--- src/design/ctsu_pkg.sv ---
// shared constants, codes and types of the capacitive touch sensor
package ctsu_pkg;

  localparam logic [3:0]  CALIB_RUNS  = 4'd10;
  localparam logic [15:0] TIMEOUT_RST = 16'd10000;
  localparam logic [3:0]  PULSES_RST  = 4'd10;
  localparam logic [9:0]  SCALE_RST   = 10'd102;

  localparam int unsigned THR_W       = 21;
  localparam int unsigned RECIP_SHIFT = 40;
  // ceil(2^40 / 1000), exact floor division for dividends below 2^30
  localparam logic [30:0] RECIP_1000  = 31'd1099511628;

  localparam logic [1:0] OP_TICK      = 2'd0;
  localparam logic [1:0] OP_MEASURE   = 2'd1;
  localparam logic [1:0] OP_CALIBRATE = 2'd2;

  localparam logic [1:0] OUT_UNTOUCHED = 2'd0;
  localparam logic [1:0] OUT_TOUCHED   = 2'd1;
  localparam logic [1:0] OUT_TIMEOUT   = 2'd2;
  localparam logic [1:0] OUT_CALIB     = 2'd3;

  localparam logic [1:0] REG_TIMEOUT = 2'd0;
  localparam logic [1:0] REG_PULSES  = 2'd1;
  localparam logic [1:0] REG_SCALE   = 2'd2;

  typedef enum logic [1:0] {
    PH_IDLE,
    PH_CHARGE,
    PH_DISCHARGE
  } phase_t;

  typedef struct packed {
    logic [15:0] measured_total;
    logic [1:0]  outcome;
    logic        done_res;
    logic        busy_res;
    logic        send_level;
  } stage_t;

endpackage

--- src/design/capacitive_touch_sensor_unit.sv ---
// capacitive touch pad charge-time sensor, top level
//
//  port group        | dir | contents
//  s_tvalid/tready   | in  | s_tdata: operation [1:0], receive_level [2]
//  m_tvalid/tready   | out | m_tdata: send_level [0], busy_res [1], done_res [2],
//                    |     |   outcome [4:3], measured_total [20:5], threshold_value [41:21]
//  cfg_we/index/data | in  | 0 timeout_ticks, 1 pulses_per_measure, 2 threshold_scale
//
//  one item per clock unless stalled; results go through stage a, then output stage b
//  the new threshold is formed by a reciprocal multiply in the cycle after calibration ends
//  sync reset restores config, state, threshold and valid flags at once, no clearing pass
//  a stalled output holds its result and input keeps flowing until both stages are full
module capacitive_touch_sensor_unit (
  input  logic        clk,
  input  logic        rst,
  input  logic        s_tvalid,
  output logic        s_tready,
  input  logic [7:0]  s_tdata,   // operation [1:0], receive_level [2]
  output logic        m_tvalid,
  input  logic        m_tready,
  output logic [47:0] m_tdata,   // send_level, busy_res, done_res, outcome,
                                 // measured_total, threshold_value
  input  logic        cfg_we,
  input  logic [1:0]  cfg_index,
  input  logic [15:0] cfg_data
);

  logic [15:0] timeout_ticks;
  logic [3:0]  pulses_per_measure;
  logic [9:0]  threshold_scale;

  ctsu_pkg::phase_t phase, phase_next;
  logic                            calibrating, calibrating_next;
  logic [3:0]                      pulses_left, pulses_left_next;
  logic [15:0]                     tick_total, tick_total_next;
  logic [3:0]                      runs_left, runs_left_next;
  logic signed [ctsu_pkg::THR_W-1:0] calibration_sum, calibration_sum_next;
  logic signed [ctsu_pkg::THR_W-1:0] calibrated_threshold;

  logic [1:0]  op;
  logic        rx;
  logic        counting;
  logic        timed_out;
  logic        finished;
  logic        cal_finish;
  logic [15:0] total_inc;
  logic [3:0]  pulses_dec;
  logic [3:0]  pulses_init;
  logic [3:0]  runs_dec;
  logic signed [ctsu_pkg::THR_W-1:0] sum_add;
  logic signed [ctsu_pkg::THR_W-1:0] sum_acc;
  logic [ctsu_pkg::THR_W-1:0]        sum_mag;
  logic [29:0]                       thr_prod;
  ctsu_pkg::stage_t                  res;

  logic                              thr_pend;
  logic                              thr_neg;
  logic [29:0]                       thr_mag;
  logic [60:0]                       quot_full;
  logic [ctsu_pkg::THR_W-1:0]        thr_quot;
  logic signed [ctsu_pkg::THR_W-1:0] thr_new;

  logic                              accept;
  logic                              b_load;
  logic                              a_valid;
  ctsu_pkg::stage_t                  a_res;
  logic                              b_valid;
  ctsu_pkg::stage_t                  b_res;
  logic [ctsu_pkg::THR_W-1:0]        b_thr;

  assign accept   = s_tvalid && s_tready;
  assign s_tready = !a_valid || !b_valid || m_tready;
  assign b_load   = a_valid && (!b_valid || m_tready);

  always_ff @(posedge clk) begin
    if (rst) begin
      timeout_ticks      <= ctsu_pkg::TIMEOUT_RST;
      pulses_per_measure <= ctsu_pkg::PULSES_RST;
      threshold_scale    <= ctsu_pkg::SCALE_RST;
    end else if (cfg_we) begin
      unique case (cfg_index)
        ctsu_pkg::REG_TIMEOUT: timeout_ticks      <= cfg_data;
        ctsu_pkg::REG_PULSES:  pulses_per_measure <= cfg_data[3:0];
        ctsu_pkg::REG_SCALE:   threshold_scale    <= cfg_data[9:0];
        default: ;
      endcase
    end
  end

  always_comb begin
    op                   = s_tdata[1:0];
    rx                   = s_tdata[2];
    phase_next           = phase;
    calibrating_next     = calibrating;
    pulses_left_next     = pulses_left;
    tick_total_next      = tick_total;
    runs_left_next       = runs_left;
    calibration_sum_next = calibration_sum;
    cal_finish           = 1'b0;
    finished             = 1'b0;
    res                  = '0;

    counting    = (phase == ctsu_pkg::PH_CHARGE) ? !rx : rx;
    total_inc   = (counting && (tick_total < timeout_ticks)) ? tick_total + 16'd1 : tick_total;
    timed_out   = total_inc >= timeout_ticks;
    pulses_dec  = pulses_left - 4'd1;
    pulses_init = (pulses_per_measure == 4'd0) ? 4'd1 : pulses_per_measure;
    runs_dec    = runs_left - 4'd1;
    sum_add     = timed_out ? -21'sd1 : $signed({5'b0, total_inc});
    sum_acc     = calibration_sum + sum_add;
    sum_mag     = sum_acc[ctsu_pkg::THR_W-1] ? -sum_acc : sum_acc;
    thr_prod    = sum_mag[19:0] * threshold_scale;

    unique case (phase)
      ctsu_pkg::PH_IDLE: begin
        if (op == ctsu_pkg::OP_MEASURE) begin
          calibrating_next = 1'b0;
          phase_next       = ctsu_pkg::PH_CHARGE;
          pulses_left_next = pulses_init;
          tick_total_next  = '0;
        end else if (op == ctsu_pkg::OP_CALIBRATE) begin
          calibrating_next     = 1'b1;
          runs_left_next       = ctsu_pkg::CALIB_RUNS;
          calibration_sum_next = '0;
          phase_next           = ctsu_pkg::PH_CHARGE;
          pulses_left_next     = pulses_init;
          tick_total_next      = '0;
        end
      end
      ctsu_pkg::PH_CHARGE, ctsu_pkg::PH_DISCHARGE: begin
        if (op == ctsu_pkg::OP_TICK) begin
          tick_total_next = total_inc;
          if (timed_out) begin
            finished = 1'b1;
          end else if (!counting) begin
            if (phase == ctsu_pkg::PH_CHARGE) begin
              phase_next = ctsu_pkg::PH_DISCHARGE;
            end else begin
              pulses_left_next = pulses_dec;
              if (pulses_dec == 4'd0) begin
                finished = 1'b1;
              end else begin
                phase_next = ctsu_pkg::PH_CHARGE;
              end
            end
          end
          if (finished) begin
            phase_next = ctsu_pkg::PH_IDLE;
            if (!calibrating) begin
              res.done_res       = 1'b1;
              res.measured_total = total_inc;
              if (timed_out) begin
                res.outcome = ctsu_pkg::OUT_TIMEOUT;
              end else if ($signed({5'b0, total_inc}) > calibrated_threshold) begin
                res.outcome = ctsu_pkg::OUT_TOUCHED;
              end else begin
                res.outcome = ctsu_pkg::OUT_UNTOUCHED;
              end
            end else begin
              calibration_sum_next = sum_acc;
              runs_left_next       = runs_dec;
              if (runs_dec == 4'd0) begin
                cal_finish         = 1'b1;
                calibrating_next   = 1'b0;
                res.done_res       = 1'b1;
                res.outcome        = ctsu_pkg::OUT_CALIB;
                res.measured_total = total_inc;
              end else begin
                phase_next       = ctsu_pkg::PH_CHARGE;
                pulses_left_next = pulses_init;
                tick_total_next  = '0;
              end
            end
          end
        end
      end
      default: phase_next = ctsu_pkg::PH_IDLE;
    endcase

    res.send_level = phase_next == ctsu_pkg::PH_CHARGE;
    res.busy_res   = phase_next != ctsu_pkg::PH_IDLE;
  end

  always_ff @(posedge clk) begin
    if (rst) begin
      phase           <= ctsu_pkg::PH_IDLE;
      calibrating     <= 1'b0;
      pulses_left     <= '0;
      tick_total      <= '0;
      runs_left       <= '0;
      calibration_sum <= '0;
    end else if (accept) begin
      phase           <= phase_next;
      calibrating     <= calibrating_next;
      pulses_left     <= pulses_left_next;
      tick_total      <= tick_total_next;
      runs_left       <= runs_left_next;
      calibration_sum <= calibration_sum_next;
    end
  end

  // threshold = trunc(sum * scale / 1000), sign and magnitude split
  assign quot_full = thr_mag * ctsu_pkg::RECIP_1000;
  assign thr_quot  = quot_full[ctsu_pkg::RECIP_SHIFT +: ctsu_pkg::THR_W];
  assign thr_new   = thr_neg ? -$signed(thr_quot) : $signed(thr_quot);

  always_ff @(posedge clk) begin
    if (accept && cal_finish) begin
      thr_neg <= sum_acc[ctsu_pkg::THR_W-1];
      thr_mag <= thr_prod;
    end
  end

  always_ff @(posedge clk) begin
    if (rst) begin
      thr_pend             <= 1'b0;
      calibrated_threshold <= '0;
    end else begin
      thr_pend <= accept && cal_finish;
      if (thr_pend) begin
        calibrated_threshold <= thr_new;
      end
    end
  end

  always_ff @(posedge clk) begin
    if (rst) begin
      a_valid <= 1'b0;
    end else if (accept) begin
      a_valid <= 1'b1;
    end else if (b_load) begin
      a_valid <= 1'b0;
    end
  end

  always_ff @(posedge clk) begin
    if (accept) begin
      a_res <= res;
    end
  end

  always_ff @(posedge clk) begin
    if (rst) begin
      b_valid <= 1'b0;
    end else if (b_load) begin
      b_valid <= 1'b1;
    end else if (m_tready) begin
      b_valid <= 1'b0;
    end
  end

  always_ff @(posedge clk) begin
    if (b_load) begin
      b_res <= a_res;
      b_thr <= thr_pend ? thr_new : calibrated_threshold;
    end
  end

  assign m_tvalid = b_valid;
  assign m_tdata  = {6'b0, b_thr, b_res};

endmodule

--- config.mk ---
export PLATFORM = sky130hd
export DESIGN_NAME = capacitive_touch_sensor_unit
export DESIGN_NICKNAME = d
export VERILOG_FILES = /design/src/design/ctsu_pkg.sv /design/src/design/capacitive_touch_sensor_unit.sv
export SDC_FILE = /design/constraint.sdc
export NUM_CORES = 2
export LEC_CHECK = 0
export ABC_AREA = 1
export BUFFER_PORTS_ARGS = -buffer_cell sky130_fd_sc_hd__buf_4
export CORE_MARGIN = 2
export CORE_UTILIZATION = 44
export DETAILED_ROUTE_END_ITERATION = 12
export SETUP_SLACK_MARGIN = 0.3
export SLEW_MARGIN = 20
export SYNTH_ARGS = -nofsm -noshare
export SYNTH_HDL_FRONTEND = slang
export SYNTH_SLANG_ARGS = --single-unit
--- constraint.sdc ---
create_clock -name clk -period 11.5 [get_ports clk]
set_input_delay 0 -clock clk [delete_from_list [all_inputs] [get_ports clk]]
set_output_delay 0 -clock clk [all_outputs]
set_load 0.05 [all_outputs]
==> results.cfg <==
[placed_design]
postPlaceCellArea_um2 = 35000
port_buffers = 69
hpwl_mm = 77.1
routabilityCongestion = 0.959
dp.cells = 5308

[logic_synthesis]
synth.avg_cell_area_um2 = 7.75
synthDistinctLibCells = 57
yosysTopAreaCell = fa_1
yosysTopAreaCellShare = 0.253
yosysWarningCount = 0
synth.area.top_cells = fa_1 25%, ha_1 20%, inv_1 13%
synth_seq_area_share = 0.147
netlist_area_um2 = 33200
syn-instance-count = 4281
ys_seq_elements = 196

[job]
max_cap_violations = 0

[grt]
grt_pass1_wl_mm = 147
gr-total-overflow = 0
antenna_found_initial = 0
grt_max_degree = 68
grt.total_usage = 0.244
first_global_vias = 27400

[worst_setup_path]
arrival_ns = 10.56
criticalPathCategory = register to register
cpPeakStageDelay_ns = 0.54
cp-end-kind = register
worst_path_max_delay_cell = fa_1
worst_setup_path_start_kind = register
crit_top_cell = nand2_1
critPathMaxFanout = 31
required_ns = 11.70

[floorplan]
die_height_um = 279
rows = 100
initial_core_util = 0.445
io_pins = 81
die_w_um = 279
die_area_um2 = 77600
fp.coreArea_um2 = 74600

[hold_path]
hold_class = input port to register

[cells_and_area]
final_area_um2 = 36100
final_common_cell = inv_1
fin_cells = 5377
num-nets-final = 5362
multi_input_area_um2 = 24000
final_cell_mix = 1106 x inv_1, 957 x nand2_1, 516 x ha_1, 419 x fa_1, 308 x nor2_1
drive_gt1_frac = 0.0551
antenna_cells = 0
nFillCells = 7484
regArea_um2 = 4860
syn_to_final_growth_pct = 8.83

[sta]
period_minus_slack_ns = 10.36
setup_viol = 0
rsz0062_at_grt = no
hold_ws_ns = 0.0443
fin_tns_setup_ns = 0
slew_violations = 0
hold_viol_final = 0
max_freq_mhz = 96.5
finalClockSkew_ns = 0.0274
period_share = 0.901
worst_pin_slew_ns = 1.05
relSlewSlack = 0.303

[cts]
clockRootBuffer = clkbuf_16
clk_pin_slew_ns = 0.09
cts_sinks = 196
cts_buffer_depth = 2
clock_latency_ns = 0.48
cts_made_buffers = 17
cts_tree = done
htree_levels = 4

[detailed_routing]
drt_iter0_markers = 1449
avgViaCountPerCell = 4.97
remaining_drc_errors = 0
ant_nets = 0
wl_mm = 91.3
drtPass1Iterations = 6
drt-wirelength-per-cell_um = 17.0
vias = 26700

[run_status]
status = completed

[power]
power_uw = 10900
leakage_uw = 0.0200
powerDensity_nw_per_um2 = 302
ir_drop_uv = 670
path summary, 6_finish.rpt:
path                            startpoint                             end  slack [ns]  depth (start not counted)
min reg2reg        a_res[15]$_SDFFCE_PN0P_           m_tdata[15]$_DFFE_PP_        0.42                          0
max          timeout_ticks[3]$_SDFFE_PP0P_           thr_mag[28]$_DFFE_PP_        1.14                         63
max reg2reg  timeout_ticks[3]$_SDFFE_PP0P_           thr_mag[28]$_DFFE_PP_        1.14                         63
min                           cfg_index[1]  timeout_ticks[10]$_SDFFE_PP1P_        0.04                          4
registers in the layout, indices dropped and copies added, names as in the netlist, 16 cells and up:
signal	flops
a_res	21
b_thr	21
calibrated_threshold	21
calibration_sum	21
m_tdata	21
thr_mag	30
tick_total	16
timeout_ticks	16
metal layers:
metal / global-route usage / wire length, µm
met1: 0.340 / 43100
met2: 0.409 / 42400
met3: 0.0217 / 3790
met4: 0.0626 / 2080
met5: 0 / 0
logic make-up (layout without fill, tap and decap cells):
family / count (synthesis) / in the layout / share of synthesized area
simple gates: 1548 / 1548 / 0.190
flops: 196 / 196 / 0.147
xor+xnor: 71 / 71 / 0.0207
buf+inv: 1190 / 1312 / 0.136
fa+ha+maj: 936 / 936 / 0.448
compound gates: 339 / 339 / 0.0581
other cells: 1 / 6 / 0.000113
critical path, delay by kind of cell (launching register included):
family	cells	cell delay, ns
simple gates	23	2.12
buf+inv	15	1.33
flops	1	0.31
xor+xnor	1	0.16
fa+ha+maj	10	4.06
compound gates	14	2.12
through the flow:
step	utilization	setup slack, ns
2_1_floorplan	-	1.33
3_3_place_gp	0.469	0.422
3_5_place_dp	0.469	0.0872
4_1_cts	0.481	0.384
5_1_grt	0.484	0.300
6_report	0.484	1.14
synthesized netlist by cell type, drive strengths merged:
cell type     n
nand3       161
clkbuf       42
o2111a        1
nor3         32
a2111oi       2
nand2       970
edfxtp       94
xor2         54
buf          17
o21a          3
conb          1
a21boi        3
o21ai        95
nor2        315
inv        1127
nor4         11
ha          517
nand4        35
a21o          6
a211oi        5
a31oi         4
o31ai         2
o221ai        3
or2           7
a21oi       173
and2         10
fa          419
dfxtp       102
nand3b        7
o21bai        3
o2111ai       1
a22oi        17
xnor2        17
o211ai       17
o221a         1
a221oi        2
o22ai         1
clkinv        4
timing repair:
item,CTS,global route
pin swaps,0,6
gates resized for setup,3,33
gates cloned,0,0
buffers inserted,0,12
hold endpoints to repair,32,0
hold buffers,25,0
endpoints found under the setup margin,3,14
layout make-up:
cell class	count	share of cell area
timing repair buffer	149	0.0331
sequential	196	0.135
clock inverter	15	0.00537
inverter	1131	0.118
clock buffer	17	0.0118
multi-input combinational	2900	0.664
tap	969	0.0336
where the power goes:
group	internal (µW)	total [µW]	switching, µW
clock	301	629	328
sequential	1240	1250	17.1
combinational	3560	9020	5460
Note: power is estimated with default switching activity, not from simulation.
